File: config.mk
export PLATFORM = sky130hd
export DESIGN_NAME = priority_work_queue_dedup
export DESIGN_NICKNAME = d
export VERILOG_FILES = /design/src/rtl/core/pwq_pkg.sv /design/src/rtl/core/pwq_ram.sv /design/src/rtl/core/priority_work_queue_dedup.sv
export SDC_FILE = /design/constraint.sdc
export NUM_CORES = 1
export LEC_CHECK = 0
export BUFFER_PORTS_ARGS = -buffer_cell sky130_fd_sc_hd__buf_4
export CAP_MARGIN = 10
export CORE_MARGIN = 3
export CORE_UTILIZATION = 56
export CTS_CLUSTER_DIAMETER = 120
export DETAILED_ROUTE_END_ITERATION = 8
export PLACE_DENSITY = 0.73
export SLEW_MARGIN = 20
export SYNTH_ARGS = -nofsm -noshare
export SYNTH_HDL_FRONTEND = slang
export SYNTH_HIERARCHICAL = 1
export SYNTH_SLANG_ARGS = --single-unit
File: constraint.sdc
create_clock -name clk -period 5 [get_ports clk]
set_input_delay 0.75 -clock clk [delete_from_list [all_inputs] [get_ports clk]]
set_output_delay 0.75 -clock clk [all_outputs]
set_load 0.03 [all_outputs]
File: src/rtl/core/pwq_pkg.sv
// Package for the priority work queue: field widths, command and status
// codes, and the packed layout of one queue entry.
// No dependencies; used by the top level and the checker under rtl/core.
package pwq_pkg;

    localparam int DEPTH_DEF = 16;

    localparam int CMD_W   = 2;
    localparam int TAG_W   = 16;
    localparam int PRIO_W  = 8;
    localparam int EVENT_W = 8;
    localparam int PART_W  = 8;
    localparam int STAT_W  = 2;
    localparam int COUNT_W = 5;

    typedef enum logic [CMD_W-1:0] {
        CMD_ENQUEUE = 2'd0,
        CMD_DEQUEUE = 2'd1,
        CMD_FLUSH   = 2'd2,
        CMD_REMOVE  = 2'd3
    } cmd_t;

    typedef enum logic [STAT_W-1:0] {
        ST_OK    = 2'd0,
        ST_DUP   = 2'd1,
        ST_FULL  = 2'd2,
        ST_EMPTY = 2'd3
    } status_t;

    typedef struct packed {
        logic [TAG_W-1:0]   tag;
        logic [PRIO_W-1:0]  prio;
        logic [EVENT_W-1:0] ev;
        logic [PART_W-1:0]  part;
    } entry_t;

    localparam int ENTRY_W = $bits(entry_t);

endpackage

File: src/rtl/core/pwq_ram.sv
// Generic single-write, single-read RAM with a registered read port.
// No dependencies; holds the queue entries of the priority work queue.
module pwq_ram #(
    parameter int WIDTH = 40,
    parameter int DEPTH = 16
) (
    input  logic                     clk,
    input  logic                     wr_en,
    input  logic [$clog2(DEPTH)-1:0] wr_addr,
    input  logic [WIDTH-1:0]         wr_data,
    input  logic                     rd_en,
    input  logic [$clog2(DEPTH)-1:0] rd_addr,
    output logic [WIDTH-1:0]         rd_data
);

    logic [WIDTH-1:0] mem [DEPTH];

    // Write port
    always_ff @(posedge clk)
    begin
        if (wr_en)
        begin
            mem[wr_addr] <= wr_data;
        end
    end

    // Registered read port
    always_ff @(posedge clk)
    begin
        if (rd_en)
        begin
            rd_data <= mem[rd_addr];
        end
    end

endmodule

File: src/rtl/core/priority_work_queue_dedup.sv
// Top level of the priority work queue with duplicate rejection.
// Depends on pwq_pkg and on pwq_ram for entry storage.
//
// The queue holds up to DEPTH entries in one RAM, kept in service order
// (higher priority first, arrival order among equals). One command is
// worked at a time and in_ready is low until its result has been loaded
// into the output register; a new command is taken while that result still
// waits for out_ready. Enqueue, remove and a dequeue from a non-empty
// queue walk the RAM through its single read and single write port, one
// entry per cycle; flush and a dequeue from an empty queue do not walk it.
// Loading the result waits while the output register still holds one that
// out_ready has not taken. The threshold event code is written through
// the cfg channel, which is always ready, and must
// only be written while no command is in progress.
module priority_work_queue_dedup #(
    parameter int DEPTH = pwq_pkg::DEPTH_DEF
) (
    input  logic                        clk,
    input  logic                        rst_n,

    input  logic                        in_valid,
    output logic                        in_ready,
    input  logic [pwq_pkg::CMD_W-1:0]   cmd,
    input  logic [pwq_pkg::TAG_W-1:0]   item_tag,
    input  logic [pwq_pkg::PRIO_W-1:0]  item_priority,
    input  logic [pwq_pkg::EVENT_W-1:0] event_type,
    input  logic [pwq_pkg::PART_W-1:0]  participant,

    output logic                        out_valid,
    input  logic                        out_ready,
    output logic [pwq_pkg::STAT_W-1:0]  status,
    output logic [pwq_pkg::TAG_W-1:0]   head_tag,
    output logic [pwq_pkg::PRIO_W-1:0]  head_priority,
    output logic [pwq_pkg::EVENT_W-1:0] head_event,
    output logic [pwq_pkg::PART_W-1:0]  head_participant,
    output logic [pwq_pkg::COUNT_W-1:0] removed_count,
    output logic [pwq_pkg::COUNT_W-1:0] entry_count,
    output logic [pwq_pkg::COUNT_W-1:0] peak_count,

    input  logic                        cfg_valid,
    output logic                        cfg_ready,
    input  logic [pwq_pkg::EVENT_W-1:0] cfg_data
);

    import pwq_pkg::*;

    localparam int IDX_W = $clog2(DEPTH);
    localparam int CNT_W = $clog2(DEPTH + 1);

    typedef enum logic [1:0] {
        S_IDLE,
        S_SCAN,
        S_SHIFT,
        S_FINISH
    } state_t;

    state_t                 state_reg, state_next;
    cmd_t                   cmd_reg, cmd_next;
    entry_t                 item_reg, item_next;
    logic [EVENT_W-1:0]     thr_reg, thr_next;
    logic [CNT_W-1:0]       occ_reg, occ_next;
    logic [CNT_W-1:0]       peak_reg, peak_next;
    logic [CNT_W-1:0]       idx_reg, idx_next;
    logic                   pend_reg, pend_next;
    logic [IDX_W-1:0]       pend_idx_reg, pend_idx_next;
    logic [CNT_W-1:0]       wr_cnt_reg, wr_cnt_next;
    logic [CNT_W-1:0]       rem_cnt_reg, rem_cnt_next;
    logic                   dup_reg, dup_next;
    logic                   pos_found_reg, pos_found_next;
    logic [CNT_W-1:0]       pos_reg, pos_next;
    logic [CNT_W-1:0]       moves_reg, moves_next;
    logic [IDX_W-1:0]       sh_addr_reg, sh_addr_next;
    entry_t                 head_reg, head_next;
    status_t                stat_reg, stat_next;

    logic                   out_valid_reg, out_valid_next;
    status_t                out_stat_reg, out_stat_next;
    entry_t                 out_head_reg, out_head_next;
    logic [CNT_W-1:0]       out_rem_reg, out_rem_next;
    logic [CNT_W-1:0]       out_occ_reg, out_occ_next;
    logic [CNT_W-1:0]       out_peak_reg, out_peak_next;

    logic                   ram_wr_en;
    logic [IDX_W-1:0]       ram_wr_addr;
    entry_t                 ram_wr_data;
    logic                   ram_rd_en;
    logic [IDX_W-1:0]       ram_rd_addr;
    logic [ENTRY_W-1:0]     ram_rd_bits;

    entry_t                 rd_entry;
    logic                   key_match;
    logic                   drop;
    logic [CNT_W-1:0]       pos_sel;
    logic [CNT_W-1:0]       occ_inc;

    // Entry storage
    pwq_ram #(
        .WIDTH (ENTRY_W),
        .DEPTH (DEPTH)
    ) u_ram (
        .clk     (clk),
        .wr_en   (ram_wr_en),
        .wr_addr (ram_wr_addr),
        .wr_data (ram_wr_data),
        .rd_en   (ram_rd_en),
        .rd_addr (ram_rd_addr),
        .rd_data (ram_rd_bits)
    );

    assign rd_entry  = entry_t'(ram_rd_bits);
    assign key_match = (rd_entry.ev == item_reg.ev) && (rd_entry.part == item_reg.part);
    assign drop      = (cmd_reg == CMD_DEQUEUE) ? (pend_idx_reg == '0) : key_match;
    assign pos_sel   = pos_found_reg ? pos_reg : occ_reg;
    assign occ_inc   = CNT_W'(occ_reg + 1'b1);

    // Sequencer: walk the RAM one entry per cycle
    always_comb
    begin
        state_next     = state_reg;
        cmd_next       = cmd_reg;
        item_next      = item_reg;
        thr_next       = thr_reg;
        occ_next       = occ_reg;
        peak_next      = peak_reg;
        idx_next       = idx_reg;
        pend_next      = 1'b0;
        pend_idx_next  = pend_idx_reg;
        wr_cnt_next    = wr_cnt_reg;
        rem_cnt_next   = rem_cnt_reg;
        dup_next       = dup_reg;
        pos_found_next = pos_found_reg;
        pos_next       = pos_reg;
        moves_next     = moves_reg;
        sh_addr_next   = sh_addr_reg;
        head_next      = head_reg;
        stat_next      = stat_reg;

        out_valid_next = out_valid_reg;
        out_stat_next  = out_stat_reg;
        out_head_next  = out_head_reg;
        out_rem_next   = out_rem_reg;
        out_occ_next   = out_occ_reg;
        out_peak_next  = out_peak_reg;

        ram_wr_en   = 1'b0;
        ram_wr_addr = '0;
        ram_wr_data = rd_entry;
        ram_rd_en   = 1'b0;
        ram_rd_addr = '0;

        // Take the configuration write
        if (cfg_valid)
        begin
            thr_next = cfg_data;
        end

        // Drop the result once taken
        if (out_ready)
        begin
            out_valid_next = 1'b0;
        end

        case (state_reg)
            S_IDLE:
            begin
                if (in_valid)
                begin
                    cmd_next       = cmd_t'(cmd);
                    item_next      = '{tag: item_tag, prio: item_priority,
                                       ev: event_type, part: participant};
                    idx_next       = '0;
                    wr_cnt_next    = '0;
                    rem_cnt_next   = '0;
                    dup_next       = 1'b0;
                    pos_found_next = 1'b0;
                    head_next      = '0;
                    stat_next      = ST_OK;
                    case (cmd_t'(cmd))
                        CMD_FLUSH:
                        begin
                            occ_next   = '0;
                            state_next = S_FINISH;
                        end
                        CMD_DEQUEUE:
                        begin
                            if (occ_reg == '0)
                            begin
                                stat_next  = ST_EMPTY;
                                state_next = S_FINISH;
                            end
                            else
                            begin
                                state_next = S_SCAN;
                            end
                        end
                        default:
                        begin
                            state_next = S_SCAN;
                        end
                    endcase
                end
            end

            S_SCAN:
            begin
                // Issue the next read
                if (idx_reg < occ_reg)
                begin
                    ram_rd_en     = 1'b1;
                    ram_rd_addr   = idx_reg[IDX_W-1:0];
                    pend_next     = 1'b1;
                    pend_idx_next = idx_reg[IDX_W-1:0];
                    idx_next      = CNT_W'(idx_reg + 1'b1);
                end

                // Examine the entry read last cycle
                if (pend_reg)
                begin
                    if (cmd_reg == CMD_ENQUEUE)
                    begin
                        if (key_match && (item_reg.ev == thr_reg))
                        begin
                            dup_next = 1'b1;
                        end
                        if (!pos_found_reg && (item_reg.prio > rd_entry.prio))
                        begin
                            pos_found_next = 1'b1;
                            pos_next       = CNT_W'(pend_idx_reg);
                        end
                    end
                    else if (drop)
                    begin
                        // Dequeue keeps the head; remove counts the match
                        if (cmd_reg == CMD_DEQUEUE)
                        begin
                            head_next = rd_entry;
                        end
                        else
                        begin
                            rem_cnt_next = CNT_W'(rem_cnt_reg + 1'b1);
                        end
                    end
                    else
                    begin
                        // Compact the survivors towards the head
                        ram_wr_en   = 1'b1;
                        ram_wr_addr = wr_cnt_reg[IDX_W-1:0];
                        ram_wr_data = rd_entry;
                        wr_cnt_next = CNT_W'(wr_cnt_reg + 1'b1);
                    end
                end

                // Walk complete
                if (!pend_reg && (idx_reg >= occ_reg))
                begin
                    if (cmd_reg == CMD_ENQUEUE)
                    begin
                        if (dup_reg)
                        begin
                            stat_next  = ST_DUP;
                            state_next = S_FINISH;
                        end
                        else if (occ_reg >= CNT_W'(DEPTH))
                        begin
                            stat_next  = ST_FULL;
                            state_next = S_FINISH;
                        end
                        else
                        begin
                            pos_next     = pos_sel;
                            moves_next   = CNT_W'(occ_reg - pos_sel);
                            sh_addr_next = IDX_W'(occ_reg - 1'b1);
                            state_next   = S_SHIFT;
                        end
                    end
                    else
                    begin
                        occ_next   = wr_cnt_reg;
                        state_next = S_FINISH;
                    end
                end
            end

            S_SHIFT:
            begin
                // Read from the tail down to the insertion point
                if (moves_reg != '0)
                begin
                    ram_rd_en     = 1'b1;
                    ram_rd_addr   = sh_addr_reg;
                    pend_next     = 1'b1;
                    pend_idx_next = sh_addr_reg;
                    sh_addr_next  = IDX_W'(sh_addr_reg - 1'b1);
                    moves_next    = CNT_W'(moves_reg - 1'b1);
                end

                if (pend_reg)
                begin
                    // Move the entry up by one slot
                    ram_wr_en   = 1'b1;
                    ram_wr_addr = IDX_W'(pend_idx_reg + 1'b1);
                    ram_wr_data = rd_entry;
                end
                else if (moves_reg == '0)
                begin
                    // Insert the new item into the gap
                    ram_wr_en   = 1'b1;
                    ram_wr_addr = pos_reg[IDX_W-1:0];
                    ram_wr_data = item_reg;
                    occ_next    = occ_inc;
                    if (occ_inc > peak_reg)
                    begin
                        peak_next = occ_inc;
                    end
                    state_next  = S_FINISH;
                end
            end

            S_FINISH:
            begin
                // Load the result once the output register is free
                if (!out_valid_reg || out_ready)
                begin
                    out_valid_next = 1'b1;
                    out_stat_next  = stat_reg;
                    out_head_next  = head_reg;
                    out_rem_next   = rem_cnt_reg;
                    out_occ_next   = occ_reg;
                    out_peak_next  = peak_reg;
                    state_next     = S_IDLE;
                end
            end

            default:
            begin
                state_next = S_IDLE;
            end
        endcase
    end

    // State and registered outputs
    always_ff @(posedge clk or negedge rst_n)
    begin
        if (!rst_n)
        begin
            state_reg     <= S_IDLE;
            cmd_reg       <= CMD_ENQUEUE;
            item_reg      <= '0;
            thr_reg       <= '0;
            occ_reg       <= '0;
            peak_reg      <= '0;
            idx_reg       <= '0;
            pend_reg      <= 1'b0;
            pend_idx_reg  <= '0;
            wr_cnt_reg    <= '0;
            rem_cnt_reg   <= '0;
            dup_reg       <= 1'b0;
            pos_found_reg <= 1'b0;
            pos_reg       <= '0;
            moves_reg     <= '0;
            sh_addr_reg   <= '0;
            head_reg      <= '0;
            stat_reg      <= ST_OK;
            out_valid_reg <= 1'b0;
            out_stat_reg  <= ST_OK;
            out_head_reg  <= '0;
            out_rem_reg   <= '0;
            out_occ_reg   <= '0;
            out_peak_reg  <= '0;
        end
        else
        begin
            state_reg     <= state_next;
            cmd_reg       <= cmd_next;
            item_reg      <= item_next;
            thr_reg       <= thr_next;
            occ_reg       <= occ_next;
            peak_reg      <= peak_next;
            idx_reg       <= idx_next;
            pend_reg      <= pend_next;
            pend_idx_reg  <= pend_idx_next;
            wr_cnt_reg    <= wr_cnt_next;
            rem_cnt_reg   <= rem_cnt_next;
            dup_reg       <= dup_next;
            pos_found_reg <= pos_found_next;
            pos_reg       <= pos_next;
            moves_reg     <= moves_next;
            sh_addr_reg   <= sh_addr_next;
            head_reg      <= head_next;
            stat_reg      <= stat_next;
            out_valid_reg <= out_valid_next;
            out_stat_reg  <= out_stat_next;
            out_head_reg  <= out_head_next;
            out_rem_reg   <= out_rem_next;
            out_occ_reg   <= out_occ_next;
            out_peak_reg  <= out_peak_next;
        end
    end

    // Port drive
    assign in_ready         = (state_reg == S_IDLE);
    assign cfg_ready        = 1'b1;
    assign out_valid        = out_valid_reg;
    assign status           = out_stat_reg;
    assign head_tag         = out_head_reg.tag;
    assign head_priority    = out_head_reg.prio;
    assign head_event       = out_head_reg.ev;
    assign head_participant = out_head_reg.part;
    assign removed_count    = COUNT_W'(out_rem_reg);
    assign entry_count      = COUNT_W'(out_occ_reg);
    assign peak_count       = COUNT_W'(out_peak_reg);

endmodule

### Yosys cells after proc, flatten, opt, wreduce, memory -nomap -nowiden

Memory sizes are Yosys's and may differ from the RTL's. A register that Yosys moved wholly into a read port is not among the register bits.
Cells that the tools add are included.

| operators by class | value |
|---|---|
| add/sub/neg operators | 9 |
| magnitude comparators | 5 |
| bitwise operators | 1 |
| mux-type cells | 103 |
| reduce and logical (&&, ||, !) cells | 31 |
| eq/ne operators | 29 |

Operator list:

| kind | count |
|---|---|
| 40-bit 2-to-1 mux | 8 |
| 5-bit 2-to-1 mux | 28 |
| 40-bit one-hot mux with 2 select lines | 1 |
| 4-bit 2-to-1 mux | 14 |
| 5-bit one-hot mux with 2 select lines | 4 |
| 2-bit inequality test, second input constant | 18 |
| 4-bit one-hot mux with 2 select lines | 4 |
| 2-bit 2-to-1 mux | 14 |
| 5-bit AND reduction | 5 |
| 8-bit == test | 3 |
| 1-bit 2-to-1 mux | 22 |
| 5-bit by 1-bit adder with 5-bit output, second input constant | 4 |
| 6-bit AND reduction | 3 |
| 5-bit one-hot mux with 3 select lines | 1 |
| 5-bit logical NOT | 2 |
| 8-bit greater-than comparator | 1 |
| 1-bit one-hot mux with 2 select lines | 4 |
| 2-bit one-hot mux with 2 select lines | 2 |
| 2-bit one-hot mux with 4 select lines | 1 |
| 4-bit by 1-bit subtractor with 4-bit output, second input constant | 2 |
| 7-bit AND reduction | 1 |
| 2-bit by 1-bit == test with 1-bit output, second input constant | 3 |
| 2-bit == test, second input constant | 3 |
| 3-bit AND reduction | 2 |
| other kinds (20) | 28 |

| word-level totals | value |
|---|---|
| output and inout port bits | 60 |
| bits in writable memories | 640 |
| logic and storage cells | 212 |
| bits of input ports | 55 |
| flip-flop bits (word level) | 198 |
| memories | 1 |

Memories:

| memory | words | width | read ports | clocked after memory_dff | write ports | RTL line | RTL |
|---|---|---|---|---|---|---|---|
| u_ram.mem | 16 | 40 | 1 | 1 | 1 | pwq_ram.sv:16 | `logic [WIDTH-1:0] mem [DEPTH];` |

### Longest topological paths before layout

| depth | value |
|---|---|
| word-level depth | 9 |
| gate-level depth with buffers | 15 |
| mapped depth without buffers | 10 |

### Cells and area by module

Netlist, hierarchy kept.

Modules (own cells, without submodules):

| module | cells each | sequential area each (µm²) | area each (µm²) | times used |
|---|---|---|---|---|
| pwq_ram | 1,040 | 20,419.6 | 25,530.7 | 1 |
| priority_work_queue_dedup | 951 | 4,954.8 | 10,008.3 | 1 |

### Worst setup path before layout

No wires, ideal clock.

| timing | value |
|---|---|
| path kind | register -> register |
| start point | reg moves_reg[0] |
| end point | mem u_ram.mem[0][0] (enable) |
| cell stages (with the launch flop) | 9 |
| arrival time | 4.756 ns |
| period minus slack after synthesis | 5.243 ns |
| data required time | 4.513 ns |
| buffers on the path | 1 |
| library setup time | 0.487 ns |
| setup slack | -0.243 ns |
| cell sequence | dfrtp_1 inv_1 ha_1 or4b_1 buf_2 a21oi_1 o21a_1 or3b_2 nor3_1 |

| between the ends | value |
|---|---|
| word-level cells in the longest chain between the ends | 6 |
| elaborated cells between the ends (all ways) | 9 |
| classes of those cells | mux (8); reduce/logical (1) |

Ends and longest elaborated chain:

| element | RTL line | RTL |
|---|---|---|
| start, declared | priority_work_queue_dedup.sv:71 | `logic [CNT_W-1:0] moves_reg, moves_next;` |
| start signal, assigned | priority_work_queue_dedup.sv:387 | `moves_reg <= moves_next;` |
| 5-bit logical NOT | priority_work_queue_dedup.sv:304 | `else if (moves_reg == '0)` |
| 1-bit 2-to-1 mux | priority_work_queue_dedup.sv:304 |  |
| 1-bit 2-to-1 mux | priority_work_queue_dedup.sv:297 | `if (pend_reg)` |
| 1-bit one-hot mux with 2 select lines | priority_work_queue_dedup.sv:163 | `case (state_reg)` |
| named net ram_wr_en | priority_work_queue_dedup.sv:83 | `logic ram_wr_en;` |
| 1-bit 2-to-1 mux | pwq_ram.sv:21 | `if (wr_en)` |
| 1-bit 2-to-1 mux (not written as such) | pwq_ram.sv:23 | `mem[wr_addr] <= wr_data;` |
| end, declared | pwq_ram.sv:16 |  |

The timed path passes the listed nets, and every way through them passes these cells.

### Final worst setup path

| timing | value |
|---|---|
| start point | reg item_reg[13] in the netlist's numbering |
| end point | mem u_ram.mem[0][24] (enable) |

| between the ends | value |
|---|---|
| elaborated cells between the ends (all ways) | 13 |
| classes of those cells | eq/ne (1); mux (11); reduce/logical (1) |

RTL lines:

| element | RTL line | RTL |
|---|---|---|
| start, declared | priority_work_queue_dedup.sv:59 | `entry_t item_reg, item_next;` |
| start signal, assigned | priority_work_queue_dedup.sv:375 | `item_reg <= item_next;` |
| 8-bit == test | priority_work_queue_dedup.sv:111 | `assign key_match = (rd_entry.ev == item_reg.ev) && (rd_entry.part == item_reg.part);` |
| 1-bit logical AND | priority_work_queue_dedup.sv:111 |  |
| 1-bit 2-to-1 mux | priority_work_queue_dedup.sv:112 | `assign drop = (cmd_reg == CMD_DEQUEUE) ? (pend_idx_reg == '0) : key_match;` |
| 4-bit 2-to-1 mux | priority_work_queue_dedup.sv:231 | `else if (drop)` |
| 4-bit 2-to-1 mux | priority_work_queue_dedup.sv:219 | `if (cmd_reg == CMD_ENQUEUE)` |
| 4-bit 2-to-1 mux | priority_work_queue_dedup.sv:217 | `if (pend_reg)` |
| 4-bit one-hot mux with 2 select lines | priority_work_queue_dedup.sv:163 |  |
| named net ram_wr_addr[2] | priority_work_queue_dedup.sv:84 | `logic [IDX_W-1:0] ram_wr_addr;` |

The timed path passes the listed nets, and every way through them passes these cells.

==> flow_summary.toml <==
[status]
status = "finished clean"

[finish]
final_layout_size_suffix_gt1_frac = 0.255
insertedDiodeCount = 0
ff_latch_area_um2 = 25400
top_register = "u_ram/mem"
final_cell_mix = "edfxtp_1, nand2_1, dfrtp_1, buf_4, mux2_2"
area_growth_pct = 14.3
largest_register_ffs = 640
num-fill-cells = 4160
multi_input_area_um2 = 9620
layout.cells.most_common = "edfxtp_1"
nets = 2245

[route]
first_pass_iters = 8
drt_iter0_drc = 2171
wl_per_cell_um = 26.4
dr_total_vias = 19200
vias_per_cell = 6.26
totalWireLength_um = 81000
drc = 0
ant_nets = 0

[placed_design]
gp_congestion = 0.870
portBuffers = 113
hpwlAfterDp_um = 46500

[clock_network]
insertion_delay_ns = 0.64
cts_root_buf = "clkbuf_16"
cts_num_sinks = 878
cts_buffers = 88
cts_tree = "built"
h-tree-depth = 3
clock_path_buffers = 3
cts_hold_buf = 0
ctsResizeCount = 0
postCtsSetupRepairBufs = 0
clk_pin_slew_ns = 0.06

[sta]
finalCriticalPeriod_ns = 4.19
report.final.hold_viol_count = 0
grt_setup_unrepaired = "false"
maxSlewHeadroom = 0.339
setup_viol = 0
worstMarginPinSlew_ns = 0.992
finalMaxSlewViolations = 0
fmax_ghz = 0.239
final.setup_skew_ns = 0.0188
timing.final.crit_share = 0.838
tns_ns = 0

[setup_path]
crit_type = "flop to flop"
endpoint_kind = "flop"
cp-start-kind = "flop"
path_max_fanout = 17
worstPathArrival_ns = 4.49
cp.required_ns = 5.29

[min_path]
hold_class = "input pin to asynchronous set/reset pin"

[logic_synthesis]
yosysSeqAreaShare = 0.714
synth_cell_types = 70
syn_avg_cell_area_um2 = 17.8
netlist_area_um2 = 35500
syn-num-nets = 2084
ys.flop_type = "edfxtp_1"
async_flop_share = 0.226
synth.ff_latch_count = 878
yosysWarnings = 6
synth_edf_count = 680
syn-instance-count = 1991

[die]
rows = 91
ios = 115
die_h_um = 258
core_um2 = 62300
initial_core_util = 0.571
die_x_um = 258
die_area_um2 = 66500

[job]
drv_cap = 0

[power]
p_leak_nw = 14.4
total_power_w = 0.0245
powerDensity_nw_per_um2 = 604
vdd_drop_max_uv = 395

[grt]
grt_pass1_vias = 19800
grt_pass1_wl_um = 124000
grt_overflow = 0
grt_max_degree = 108
grt_usage = 0.250
antenna_found_initial = 0
[path summary, 6_finish.rpt]
check | slack, ns | start | cells past startpoint | end
worst max register to register | 0.81 | item_reg[13] | 9 | u_ram/mem[0][24]
max in group asynchronous | 3.48 | rst_n | 2 | head_reg[4]
worst min register to register | 0.47 | head_reg[20] | 2 | head_reg[20]
min in group clk | 0.34 | item_priority[7] | 2 | item_reg[23]
worst min-delay path | 0.1 | rst_n | 1 | head_reg[23]
worst max-delay path | 0.81 | item_reg[13] | 9 | u_ram/mem[0][24]
[Yosys cell counts, types with 6 or more instances]
cell      instances  area share
o31ai_1           8      0.0017
nand2b_1         11      0.0019
nor2b_1          14      0.0025
ha_1             37       0.013
nand4_1           9      0.0016
clkbuf_1         67      0.0071
mux4_1           60       0.044
a21oi_1          29      0.0041
xor2_1            6      0.0015
a22oi_1          85       0.018
nor3_1            6     0.00084
o21ai_0          83       0.012
nor2_1           30      0.0032
mux2i_1          20      0.0056
mux2_2          120       0.038
buf_2            16      0.0023
mux4_2          100       0.063
buf_1             8     0.00084
edfxtp_1        680        0.57
inv_1            41      0.0043
dfrtp_1         198        0.14
nand2_1         216       0.023
buf_12           11      0.0062
nand3_1          14      0.0020
xnor2_1          30      0.0074
or3_1             6      0.0011
[area by class of cell]
cell class	count	area share
clock buffer	121	0.0595
clock inverter	44	0.0119
inverter	41	0.00379
multi-input combinational	968	0.237
sequential	878	0.625
tap	837	0.0258
timing repair buffer	175	0.0375
[critical path, cell delays in order (launching register included)]
cell	delay, ns
dfrtp_1	0.42
xnor2_1	0.27
nand4_1	0.16
nor4_2	0.62
a211oi_1	0.30
a22oi_1	0.25
nor2b_1	0.12
or3b_2	0.61
nor3_4	0.65
buf_4	0.44
[cells by family (layout without fill, tap and decap cells)]
kind of cell	after synthesis	count (layout)	share of synthesized area
fa+ha+maj	38	38	0.0136
simple gates	330	330	0.0416
compound gates	262	262	0.0489
other cells	1	1	0.000106
xor+xnor	36	36	0.00887
mux	301	301	0.152
flops	878	878	0.714
buf+inv	145	381	0.0212
[metrics by stage]
step           hold slack, ns  std cells  cell area (um2)  setup WS (ns)   util
2_1_floorplan           0.445       1991            35600          0.684      -
3_3_place_gp            0.462       2899            37700           1.01  0.606
3_5_place_dp            0.467       2899            37700          0.936  0.606
4_1_cts                 0.180       3064            40600          0.897  0.652
5_1_grt                 0.178       3064            40600          0.544  0.652
6_report               0.0960       3064            40600          0.808  0.652
[layer usage]
| layer | part of all wire | GRT usage |
|---|---|---|
| met4 | 0.032 | 0.0866 |
| met5 | 0 | 0 |
| met1 | 0.39 | 0.353 |
| met3 | 0.090 | 0.0515 |
| met2 | 0.48 | 0.394 |
[power by group]
group          total (W)  switching (W)  internal, W
clock network    0.00653        0.00271      0.00382
registers         0.0104       0.000652      0.00975
logic            0.00761        0.00456      0.00306
total             0.0245        0.00792       0.0166
Power figures use the tool's default switching activity.
